<file path="config.mk">
export PLATFORM = sky130hd
export DESIGN_NAME = hairq_div
export DESIGN_NICKNAME = d
export VERILOG_FILES = /design/src/rtl/hairq_div.sv
export SDC_FILE = /design/constraint.sdc
export NUM_CORES = 1
export LEC_CHECK = 0
export ABC_AREA = 1
export BUFFER_PORTS_ARGS = -buffer_cell sky130_fd_sc_hd__buf_2
export CAP_MARGIN = 20
export CORE_ASPECT_RATIO = 2
export CORE_UTILIZATION = 48
export DETAILED_ROUTE_END_ITERATION = 8
export PLACE_DENSITY = 0.84
export SETUP_SLACK_MARGIN = 0.15
export SLEW_MARGIN = 40
export SYNTH_ARGS = -nofsm -noshare
export SYNTH_HDL_FRONTEND = slang
export SYNTH_SLANG_ARGS = --single-unit
</file>
<file path="constraint.sdc">
create_clock -name clk_i -period 1.5 [get_ports clk_i]
set_input_delay 0.225 -clock clk_i [delete_from_list [all_inputs] [get_ports clk_i]]
set_output_delay 0.225 -clock clk_i [all_outputs]
set_load 0.1 [all_outputs]
</file>
<file path="src/rtl/hairq_div.sv">
module hairq_div #(
  parameter int NUM_W = 13,
  parameter int DEN_W = 6
) (
  input  logic             clk_i,
  input  logic             rst_ni,
  input  logic             start_i,
  input  logic [NUM_W-1:0] num_i,
  input  logic [DEN_W-1:0] den_i,
  output logic             done_o,
  output logic [NUM_W-1:0] quo_o
);
  localparam int CW = $clog2(NUM_W + 1);

  logic [CW-1:0]    cnt_q, cnt_d;
  logic             done_q, done_d;
  logic [NUM_W-1:0] num_q, num_d;
  logic [DEN_W-1:0] rem_q, rem_d, den_q;
  logic [DEN_W:0]   trial;

  // restoring division, one quotient bit per cycle
  always_comb begin
    cnt_d  = cnt_q;
    num_d  = num_q;
    rem_d  = rem_q;
    done_d = 1'b0;
    trial  = {rem_q, num_q[NUM_W-1]};
    if (start_i) begin
      cnt_d = CW'(NUM_W);
      num_d = num_i;
      rem_d = '0;
    end else if (cnt_q != '0) begin
      if (trial >= {1'b0, den_q}) begin
        rem_d = DEN_W'(trial - {1'b0, den_q});
        num_d = {num_q[NUM_W-2:0], 1'b1};
      end else begin
        rem_d = trial[DEN_W-1:0];
        num_d = {num_q[NUM_W-2:0], 1'b0};
      end
      cnt_d  = cnt_q - CW'(1);
      done_d = (cnt_q == CW'(1));
    end
  end

  always_ff @(posedge clk_i or negedge rst_ni) begin
    if (!rst_ni) begin
      cnt_q  <= '0;
      done_q <= 1'b0;
    end else begin
      cnt_q  <= cnt_d;
      done_q <= done_d;
    end
  end

  always_ff @(posedge clk_i) begin
    num_q <= num_d;
    rem_q <= rem_d;
    if (start_i) den_q <= den_i;
  end

  assign done_o = done_q;
  assign quo_o  = num_q;

endmodule

</file>
### Word-level counts from Yosys, hierarchy flattened

Cells that the tools add are included.

| cells by class | value |
|---|---|
| reduce and logical (&&, ||, !) cells | 2 |
| muxes and demuxes | 8 |
| equality and inequality tests | 1 |
| $add $sub $neg | 2 |
| order comparisons | 1 |

Operators by type and width:

| kind | number |
|---|---|
| $mux 13 | 2 |
| $mux 4 | 2 |
| $ge 7x6->1 | 1 |
| $mux 6 | 1 |
| $sub 6x6->6 | 1 |
| $eq 4x1->1 const B | 1 |
| $reduce_bool 4->1 | 1 |
| $sub 4x1->4 const B | 1 |
| $mux 1 | 3 |
| $reduce_bool 2->1 | 1 |

| storage, ports and cells | value |
|---|---|
| logic and storage cells | 19 |
| flip-flop bits (word level) | 30 |
| output and inout bits | 14 |

### Logic depth before layout (Yosys ltp)

| depth | value |
|---|---|
| depth after elaboration | 4 |
| gate-level depth with buffers | 12 |
| gate-level depth less buffers | 12 |

### Worst setup path before layout

No wires, ideal clock.

| timing | value |
|---|---|
| path type | flip-flop to flip-flop |
| start point | register num_q[12], in the netlist quo_o[12] |
| end point | register rem_q[4] |
| data required time | 1387 ps |
| path buffers | 0 |
| slack | -834 ps |
| cell stages (with the launch flop) | 9 |
| arrival time | 2221 ps |
| period minus slack after synthesis | 2334 ps |
| setup time | 113 ps |
| cell sequence | edfxtp_1 > inv_1 > ha_1 > fa_1 > o21ai_0 > xnor2_1 > nand2_1 > nand3_1 > nand2_1 |

| on the way | value |
|---|---|
| word-level cells in the longest chain between the ends | 2 |

Ends and longest elaborated chain:

| what | RTL line | text |
|---|---|---|
| from (decl) | 17 | `logic [NUM_W-1:0] num_q, num_d;` |
| from (signal assigned) | 56 | `num_q <= num_d;` |
| $sub 6x6->6 / $ge 7x6->1 (equally long branches) | 34, 33 |  |
| $mux 6 * | 33 | `if (trial >= {1'b0, den_q}) begin` |
| to (signal assigned) | 57 | `rem_q <= rem_d;` |
| to (decl) | 18 | `logic [DEN_W-1:0] rem_q, rem_d, den_q;` |

Every way passes the cells marked *; elsewhere a longest branch is shown, timed or not.
A chain may end at the register's enable or synchronous reset.

### Worst setup path after layout

Same ends and word-level chain as after synthesis.

==> out/metrics.cfg <==
[cts]
cts_tree=yes
numCtsBuffers=5
clkTransAtPathRegs_ps=70
clockBufferDepth=2
cts_sinks=30
insertion_delay_ps=280
htree_levels=2
cts_root_buf=clkbuf_8

[setup_path]
r2r_start=quo_o[12]
critPathLaunchType=flip-flop
crit_type=flip-flop to flip-flop
cp.required_ps=1680
timing.rr.end=rem_q[4]
worst_ep_arrival_time_ps=1840
reg2reg_depth=8
cp_max_fo=2
ff2ff_setup_slack_ps=-160
critPathCaptureType=flip-flop

[power_and_ir_drop]
switching_share_pct=43.3
p_int_mw=2.33
ir_worst_vdd_v=0.00107
total_power_mw=4.10
powerDensity_nw_per_um2=1780
p_leak_nw=1.18
p_switching_mw=1.78
pwr-share-clk_pct=16.5
comb_power_share_pct=54.3
pwr-share-seq_pct=29.3

[yosys]
synth_xor_area_share_pct=1.64
ys_seq_elements=30
synth_top_family_by_area=simple AND/OR/NAND/NOR gates
synth_adder_area_share_pct=8.26
synth_top_area_cell=edfxtp_1
synthFlopType=edfxtp_1
synth_area_per_cell_um2=8.64
syn_area_um2=1610
ys_async_sr_fraction_pct=16.7
seq_area_frac_synth_pct=50.8
yosys_warnings=0
synth_simple_gate_area_share_pct=25.5
muxShareOfSynthArea_pct=0
synthTopCellsByArea=edfxtp_1 (36%), nand2_1 (15%), dfrtp_1 (7.8%)
synth_top_area_share_pct=35.5
ys_types=28
synth-compound-area-share_pct=6.00
synth_edf_count=19
synth_fp_nets=218
netlist_instances=186

[timing]
fin_crit_ps=1660
fin_hold_ws_ps=112
fmax_ghz=0.603
rsz0062_at_grt=yes
finClkSkew_ps=7.75
worstMarginPinSlew_ps=513
finalSetupViolCount=6
relSlewSlack_pct=65.8
setup_ws_ps=-159
fin_crit_sh_pct=111
final_hold_viol_count=0
slew_viol_final=0

[die]
die_h_um=83.8
core_um2=3190
die-area_um2=3600
die_x_um=42.9
initial_core_util_pct=50.3
fp-row-count=29
ioPinCount=36

[drt]
drc_errors=0
wl_per_cell_um=14.7
wl_mm=4.13
vias=1479
drt-initial-drc-count=53
ant_nets=0
vias_per_cell=5.26
dr.pass1.iters=4

[hold_path]
holdPathStages=1
hold_path.class=input pin to flip-flop
hold_start=den_i[1]
holdPathEnd=den_q[1]

[final_layout]
fin_util_pct=72.3
stdcell_area_um2=2310
num-fill-cells=222
nets=281
layout-drive-gt1-share_pct=42.8
num_antenna_cells=0
area_delta_synth_final_pct=43.8

[placement]
gp_congestion=0.821
placed_area_um2=1940
numPortBuffers=35
hpwl_mm=2.73

[global_routing]
grt_max_degree=21
grt_usage_pct=24.8
first_global_vias=1546
antenna_found_initial=0
grt-ovfl-total=0
grt_pass1_wl_mm=6.64

[job]
drv_cap=0

[run_status]
violations=negative setup slack
status=finished with violations

-- Yosys cell counts, types with 2 or more instances --
master and n:
o21ai_0 9, dfxtp_1 6, inv_1 29, nor2_1 10
dfrtp_1 5, edfxtp_1 19, nand2_1 64, nor2_2 2
nand4_1 3, a21oi_1 4, xnor2_1 2, nand3_1 8
clkbuf_1 2, ha_1 9
-- layout by cell type (no fill, tap or decap), types with 2 or more instances in the layout --
cell type and count:
clkbuf_8 6, nand2_2 4, o21ai_0 6, inv_2 6, a21oi_1 3, or2_4 2
dfxtp_1 6, xnor2_1 2, buf_4 17, nor2_1 7, nand2_1 56, nor2_4 5
nand3_4 2, buf_2 33, ha_4 5, ha_1 3, o21ai_2 3, nand3_1 6
buf_6 5, inv_4 2, dfrtp_1 5, inv_1 22, nand2_4 6, nand4_1 3
edfxtp_1 19
-- worst max path at each step --
stage,startpoint,endpoint,cells after the start
after floorplan,quo_o[12],rem_q[4],8
after global routing,quo_o[12],rem_q[2],9
after global placement,den_q[4],quo_o[0],9
after detailed placement,den_q[4],quo_o[0],9
final,quo_o[12],rem_q[4],8
after CTS,den_q[0],rem_q[4],7
-- area by class of cell --
type	count	area, um2	area share, %
tap	31	38.8	1.68
sequential	30	816	35.3
timing repair inverter	1	6.26	0.271
clock inverter	1	5.00	0.217
clock buffer	7	86.3	3.74
timing repair buffer	58	387	16.7
inverter	30	120	5.20
multi-input combinational	123	851	36.8
-- per-stage QoR --
| step | TNS (ps) | worst slack [ps] | cells |
|---|---|---|---|
| final | -468 | -159 | 281 |
| after global routing | -1040 | -224 | 281 |
| after CTS | -284 | -68.8 | 277 |
| after detailed placement | -985 | -178 | 262 |
| after global placement | -703 | -130 | 262 |
| after floorplan | -4160 | -672 | 186 |
-- flip-flops by register name, indices dropped and copies added, names as in the netlist --
register,flops
done_o,1
quo_o,13
cnt_q,4
rem_q,6
den_q,6
-- power by group through the flow --
| stage | clock network (mW) | logic, mW | registers, mW |
|---|---|---|---|
| global placement | 0 | 1.68 | 1.18 |
| finish | 0.675 | 2.23 | 1.20 |
| CTS | 0.677 | 2.08 | 1.20 |
| global route | 0.699 | 2.40 | 1.22 |
| detailed placement | 0 | 1.72 | 1.18 |
| floorplan | 0 | 0.917 | 1.53 |
-- cell families after synthesis --
family / Yosys count
simple gates: 94
buf+inv: 33
flops: 30
compound gates: 16
fa+ha+maj: 10
xor+xnor: 3
-- critical path, cell delays in order (launching register included) --
cell	delay, ps
edfxtp_1	390
inv_2	60
ha_2	180
fa_2	350
o21ai_2	170
xnor2_1	150
nand2_1	120
nand3_1	80
nand2_1	40
-- routing by layer --
metal	vias up	global-route usage, %	part of all wire, %
met5	-	0	0
met2	51	41.9	55
li1	717	-	-
met1	691	26.7	37
met3	20	3.90	4.0
met4	0	17.6	4.6
-- timing repair --
| item | 4_1_cts | 5_1_grt |
|---|---|---|
| gates cloned | 1 | 0 |
| hold buffers | 1 | 0 |
| resized for setup | 38 | 8 |
| setup endpoints to repair | 23 | 24 |
| endpoints found under the hold margin | 5 | 0 |
| buffers inserted | 5 | 4 |
| pin swaps | 16 | 9 |
Power figures use the tool's default switching activity.
