**config.mk**
```make
export PLATFORM = sky130hd
export DESIGN_NAME = hairq_cell
export DESIGN_NICKNAME = d
export VERILOG_FILES = /design/src/rtl/hairq_pkg.sv /design/src/rtl/hairq_cell.sv
export SDC_FILE = /design/constraint.sdc
export NUM_CORES = 1
export LEC_CHECK = 0
export CAP_MARGIN = 20
export CORE_ASPECT_RATIO = 0.7
export CORE_MARGIN = 2
export CORE_UTILIZATION = 45
export DETAILED_ROUTE_END_ITERATION = 16
export DONT_BUFFER_PORTS = 1
export PLACE_DENSITY_LB_ADDON = 0.3
export SLEW_MARGIN = 20
export SYNTH_ARGS = -nofsm -noshare
export SYNTH_HDL_FRONTEND = slang
export SYNTH_SLANG_ARGS = --single-unit
```
**constraint.sdc**
```tcl
create_clock -name clk_i -period 8.6 [get_ports clk_i]
set_input_delay 0.86 -clock clk_i [delete_from_list [all_inputs] [get_ports clk_i]]
set_output_delay 0.86 -clock clk_i [all_outputs]
set_load 0.005 [all_outputs]
```
**src/rtl/hairq_pkg.sv**
```systemverilog
package hairq_pkg;

  localparam int BATCH_W = 7;
  localparam logic [BATCH_W-1:0] BATCH_RESET = 7'd32;

  localparam logic [1:0] CMD_PUSH   = 2'd0;
  localparam logic [1:0] CMD_PULL   = 2'd1;
  localparam logic [1:0] CMD_PEEK   = 2'd2;
  localparam logic [1:0] CMD_UNUSED = 2'd3;

  localparam logic [1:0] CLS_READ     = 2'd0;
  localparam logic [1:0] CLS_WRITE    = 2'd1;
  localparam logic [1:0] CLS_CONFLICT = 2'd2;

  localparam logic [1:0] STS_OK    = 2'd0;
  localparam logic [1:0] STS_FULL  = 2'd1;
  localparam logic [1:0] STS_SPAN  = 2'd2;
  localparam logic [1:0] STS_EMPTY = 2'd3;

  typedef enum logic [1:0] {
    OP_HOLD      = 2'd0,
    OP_LOAD_NEW  = 2'd1,
    OP_SHIFT     = 2'd2,
    OP_LOAD_TAIL = 2'd3
  } cell_op_e;

endpackage

```
**src/rtl/hairq_cell.sv**
```systemverilog
module hairq_cell #(
  parameter int FB_W = 28,
  parameter int SP_W = 4
) (
  input  logic                  clk_i,
  input  hairq_pkg::cell_op_e   op_i,
  input  logic                  valid_i,
  input  logic [FB_W:0]         blk_i,
  input  logic [3:0]            qfile_i,
  input  logic [7:0]            new_tag_i,
  input  logic [3:0]            new_file_i,
  input  logic [FB_W-1:0]       new_first_i,
  input  logic [SP_W-1:0]       new_span_i,
  input  logic [1:0]            new_cls_i,
  input  logic [7:0]            nb_tag_i,
  input  logic [3:0]            nb_file_i,
  input  logic [FB_W-1:0]       nb_first_i,
  input  logic [SP_W-1:0]       nb_span_i,
  input  logic [1:0]            nb_cls_i,
  input  logic [7:0]            tl_tag_i,
  input  logic [3:0]            tl_file_i,
  input  logic [FB_W-1:0]       tl_first_i,
  input  logic [SP_W-1:0]       tl_span_i,
  output logic [7:0]            tag_o,
  output logic [3:0]            file_o,
  output logic [FB_W-1:0]       first_o,
  output logic [SP_W-1:0]       span_o,
  output logic [1:0]            cls_o,
  output logic                  cover_o
);
  import hairq_pkg::*;

  logic [7:0]      tag_q;
  logic [3:0]      file_q;
  logic [FB_W-1:0] first_q;
  logic [SP_W-1:0] span_q;
  logic [1:0]      cls_q;
  logic [FB_W:0]   lo;

  always_ff @(posedge clk_i) begin
    unique case (op_i)
      OP_LOAD_NEW: begin
        tag_q   <= new_tag_i;
        file_q  <= new_file_i;
        first_q <= new_first_i;
        span_q  <= new_span_i;
        cls_q   <= new_cls_i;
      end
      OP_SHIFT: begin
        tag_q   <= nb_tag_i;
        file_q  <= nb_file_i;
        first_q <= nb_first_i;
        span_q  <= nb_span_i;
        cls_q   <= nb_cls_i;
      end
      OP_LOAD_TAIL: begin
        tag_q   <= tl_tag_i;
        file_q  <= tl_file_i;
        first_q <= tl_first_i;
        span_q  <= tl_span_i;
        cls_q   <= CLS_CONFLICT;
      end
      default: begin
      end
    endcase
  end

  assign lo      = {1'b0, first_q};
  assign cover_o = valid_i && (file_q == qfile_i) && (blk_i >= lo) &&
                   (blk_i < (lo + (FB_W+1)'(span_q)));
  assign tag_o   = tag_q;
  assign file_o  = file_q;
  assign first_o = first_q;
  assign span_o  = span_q;
  assign cls_o   = cls_q;

endmodule

```
=== After elaboration in Yosys (flattened, before gate mapping) ===
Cells that the tools add are included.

* Output and inout port bits: 47
* Bits of input ports: 173
* Bits in registers: 46
* Word-level logic and storage cells: 21

* Reduce and logical (&&, ||, !) cells: 4
* Equal/unequal tests: 4
* Multiplexer cells: 5
* Add/subtract/negate cells: 1
* Magnitude comparators: 2

{| class="wikitable"
|+ Operators with widths
! operator !! count
|-
| 28-bit one-hot mux with 3 select lines || 1
|-
| 28-bit by 4-bit adder with 29-bit output || 1
|-
| 29-bit by 28-bit greater-or-equal comparator with 1-bit output || 1
|-
| 29-bit < comparator || 1
|-
| 4-bit one-hot mux with 3 select lines || 2
|-
| 8-bit one-hot mux with 3 select lines || 1
|-
| 2-bit one-hot mux with 3 select lines || 1
|-
| 2-bit equality test (second input constant) || 2
|-
| 4-bit equality test || 1
|-
| 1-bit logical AND || 3
|-
| 3-bit nonzero test || 1
|-
| 2-bit by 1-bit equality test with 1-bit output (second input constant) || 1
|}

=== Depth between registers and ports, before layout ===
* Depth in word-level cells: 4
* Mapped depth: 16
* Gate-level depth less buffers: 16

=== Worst setup path before layout ===
OpenSTA, ideal clock, no wires.

* Path type: reg2out
* Start point: register first_q[0], in the netlist first_o[0]
* End point: output port cover_o
* Cell stages (with the launch flop): 16
* Setup slack: 4.608 ns
* Data arrival time: 3.132 ns
* Buffers on the path: 0
* Path through: edfxtp_1 > ha_1 > inv_1 > fa_1 > nor2b_1 > o21ai_0 > a21oi_1 > nand3_1 > or4_1 > ha_1 > nand4_1 > nor4_1 > a22oi_1 > nand4_1 > a21o_1 > a31oi_1

* Longest elaborated chain between the ends: 3
* Elaborated cells between the ends (all ways): 5
* Those cells by class: 1 x add/sub; 2 x order compare; 2 x reduce/logical

{| class="wikitable"
|+ Ends and longest elaborated chain
! item !! RTL line !! RTL
|-
| start: declaration || hairq_cell.sv:35 || <nowiki>logic [FB_W-1:0] first_q;</nowiki>
|-
| start signal: assignment || hairq_cell.sv:45 || <nowiki>first_q <= new_first_i;</nowiki>
|-
| start signal: assignment || hairq_cell.sv:52 || <nowiki>first_q <= nb_first_i;</nowiki>
|-
| start signal: assignment || hairq_cell.sv:59 || <nowiki>first_q <= tl_first_i;</nowiki>
|-
| 28-bit by 4-bit adder with 29-bit output / 29-bit by 28-bit greater-or-equal comparator with 1-bit output (equally long branches) || hairq_cell.sv:70, hairq_cell.sv:69 ||
|-
| 29-bit < comparator / 1-bit logical AND (equally long branches) || hairq_cell.sv:70, hairq_cell.sv:69 ||
|-
| 1-bit logical AND (*) || hairq_cell.sv:69 || <nowiki>assign cover_o = valid_i && (file_q == qfile_i) && (blk_i >= lo) &&</nowiki>
|-
| end: declaration || hairq_cell.sv:29 || <nowiki>output logic cover_o</nowiki>
|}

Mark *: on every way between the ends. The rest lies on a longest branch, timed or not.

=== Worst setup path after layout ===
Same ends and word-level chain as after synthesis.

==> impl_metrics.tcl <==
set metrics [dict create \
    status "completed" \
    root_buffer "clkbuf_16" \
    worstSetupEndpointType "primary output" \
    final_cell_area_mm2 0.00445 \
    synth_area_leaders "edfxtp_1 (33%), ha_1 (18%), mux2i_1 (10%)" \
    postCtsSetupBuffers 0 \
    drv_cap 0 \
    drtIter0Drc 156 \
    final_common_cell "a21oi_1" \
    synth_fp_nets 688 \
    clkSlewWorstSetupHoldPaths_ns 0.07 \
    critPathKind "reg -> out" \
    power_density_mw_per_mm2 160 \
    routedWlPerCell_um 19.5 \
    grt_use_total_pct 21.1 \
    postSynthCellCount 454 \
    die_area_mm2 0.0102 \
    finalCriticalPeriod_ns 4.95 \
    drt-total-wl_mm 11.1 \
    final-setup-viol-count 0 \
    nets 678 \
    cts.sinks 46 \
    cts_tree "yes" \
    core_mm2 0.00907 \
    leakagePower_nw 1.95 \
    antenna_left 0 \
    grt_remaining_overflow 0 \
    synth_seq_cells 46 \
    numCtsBuffers 5 \
    syn_to_final_growth_pct 5.80 \
    synth_cell_types 42 \
    io_pins 220 \
    cts_resized 0 \
    rsz0062_at_grt "no" \
    max_freq_mhz 202 \
    grt_pass1_wl_mm 16.9 \
    synth_top_area_share_pct 32.8 \
    synth_area_leader_cell "edfxtp_1" \
    synth-main-ff-cell "edfxtp_1" \
    worstPathRequired_ns 7.74 \
    cts_buffer_depth 2 \
    grt_max_degree 94 \
    fp.dieH_um 84.9 \
    vias 3242 \
    first_pass_iters 6 \
    hpwlAfterDp_mm 9.28 \
    mostFrequentLayoutCells "a21oi_1 (64), ha_1 (60), nor2_1 (55)" \
    cp.arrival_ns 4.09 \
    drc 0 \
    synth_edf_count 46 \
    viasPerCell 5.71 \
    drive_above_1_share_pct 2.03 \
    die_w_um 120 \
    synth.avg_cell_area_um2 9.27 \
    worstMarginPinSlew_ns 0.656 \
    maxSlewHeadroom_pct 56.2 \
    async_flop_share_pct 0 \
    port_buffers 0 \
    fin_tns_setup_ns 0 \
    start_util_pct 46.4 \
    grt_pass1_vias 3273 \
    synth-seq-area-share_pct 32.8 \
    slew_violations 0 \
    hold_viol 0 \
    grt_antenna_before_repair 0 \
    hold_path_class "in -> reg" \
    cp_max_fo 7 \
    num_antenna_cells 0 \
    cts_htree_levels 2 \
    syn_area_mm2 0.00421 \
    dpl-instance-area_mm2 0.00429 \
    startpoint_type "flip-flop" \
    min_period_over_period_pct 57.5 \
    yosysWarningCount 0 \
    hold_buffers 0 \
    finalWeightedCongestion 0.909 \
    rows 29 \
    peakVddDrop_uv 91.6 \
]
==> state kept, by name, indices dropped and copies added (netlist names) <==
signal   flops
first_o     28
span_o       4
tag_o        8
file_o       4
cls_o        2
==> area by class of cell <==
class / instances / area (um^2)
fill: 866 / 4620
clock buffer: 5 / 125
multi-input combinational: 358 / 2630
tap: 124 / 155
clock inverter: 2 / 33.8
sequential: 46 / 1380
inverter: 33 / 124
==> report_power, final <==
part	switching [W]	internal (W)
clock	0.0000780	0.000134
combinational	0.0000988	0.0000883
sequential	0.0000331	0.000280
==> synthesized netlist by cell type (2+ instances only) <==
cell,n
ha_1,60
nand4_1,13
edfxtp_1,46
nor2b_1,3
clkbuf_1,11
xor2_1,2
nor2_1,55
a21o_1,10
nand3b_1,2
a31oi_1,2
nand3_1,8
a211oi_1,2
nand2b_1,3
nor3_1,4
nand2_1,20
buf_2,4
inv_1,33
o21ai_0,12
xnor2_1,27
a21oi_1,64
and4_1,4
and3_1,6
mux2i_1,44
==> final timing paths <==
kind | from | endpoint | slack (ns) | depth (start not counted)
worst min-delay path | op_i[1] | tag_o[4] | 0.78 | 1
worst max-delay path | first_o[0] | cover_o | 3.65 | 15
==> cell families after synthesis <==
group	synth area share, %
simple gates	14.4
compound gates	13.3
fa+ha+maj	18.3
buf+inv	4.67
flops	32.8
mux	10.5
xor+xnor	6.04
==> layer usage <==
layer / GRT usage [%] / routed length (um) / vias to the layer above / part of all wire, %
li1: - / - / 1638 / -
met1: 28.2 / 5000 / 1456 / 45
met2: 33.9 / 4970 / 135 / 45
met3: 6.99 / 978 / 13 / 8.8
met4: 4.28 / 116 / 0 / 1.0
met5: 0 / 0 / - / 0
==> per-stage QoR <==
stage | worst slack [ns] | utilization, % | power [W] | hold slack, ns | std cells
2_1_floorplan | 4.61 | - | 0.000461 | 1.08 | 454
3_3_place_gp | 4.18 | 47.3 | 0.000495 | 1.07 | 561
3_5_place_dp | 4.09 | 47.3 | 0.000504 | 1.08 | 561
4_1_cts | 3.76 | 49.0 | 0.000717 | 0.777 | 568
5_1_grt | 3.45 | 49.1 | 0.000758 | 0.772 | 568
6_report | 3.65 | 49.1 | 0.000712 | 0.778 | 568
==> worst max-delay path, cell delays in order, from the launching register on <==
cell	delay [ns]
edfxtp_1	0.42
ha_1	0.20
inv_1	0.05
fa_1	0.41
nor2b_1	0.12
o21ai_0	0.11
a21oi_1	0.48
nand3_1	0.21
or4_1	0.43
ha_1	0.30
nand4_1	0.16
nor4_1	0.46
a22oi_1	0.18
nand4_1	0.12
a21o_1	0.09
a31oi_1	0.06
Power figures use the tool's default switching activity.
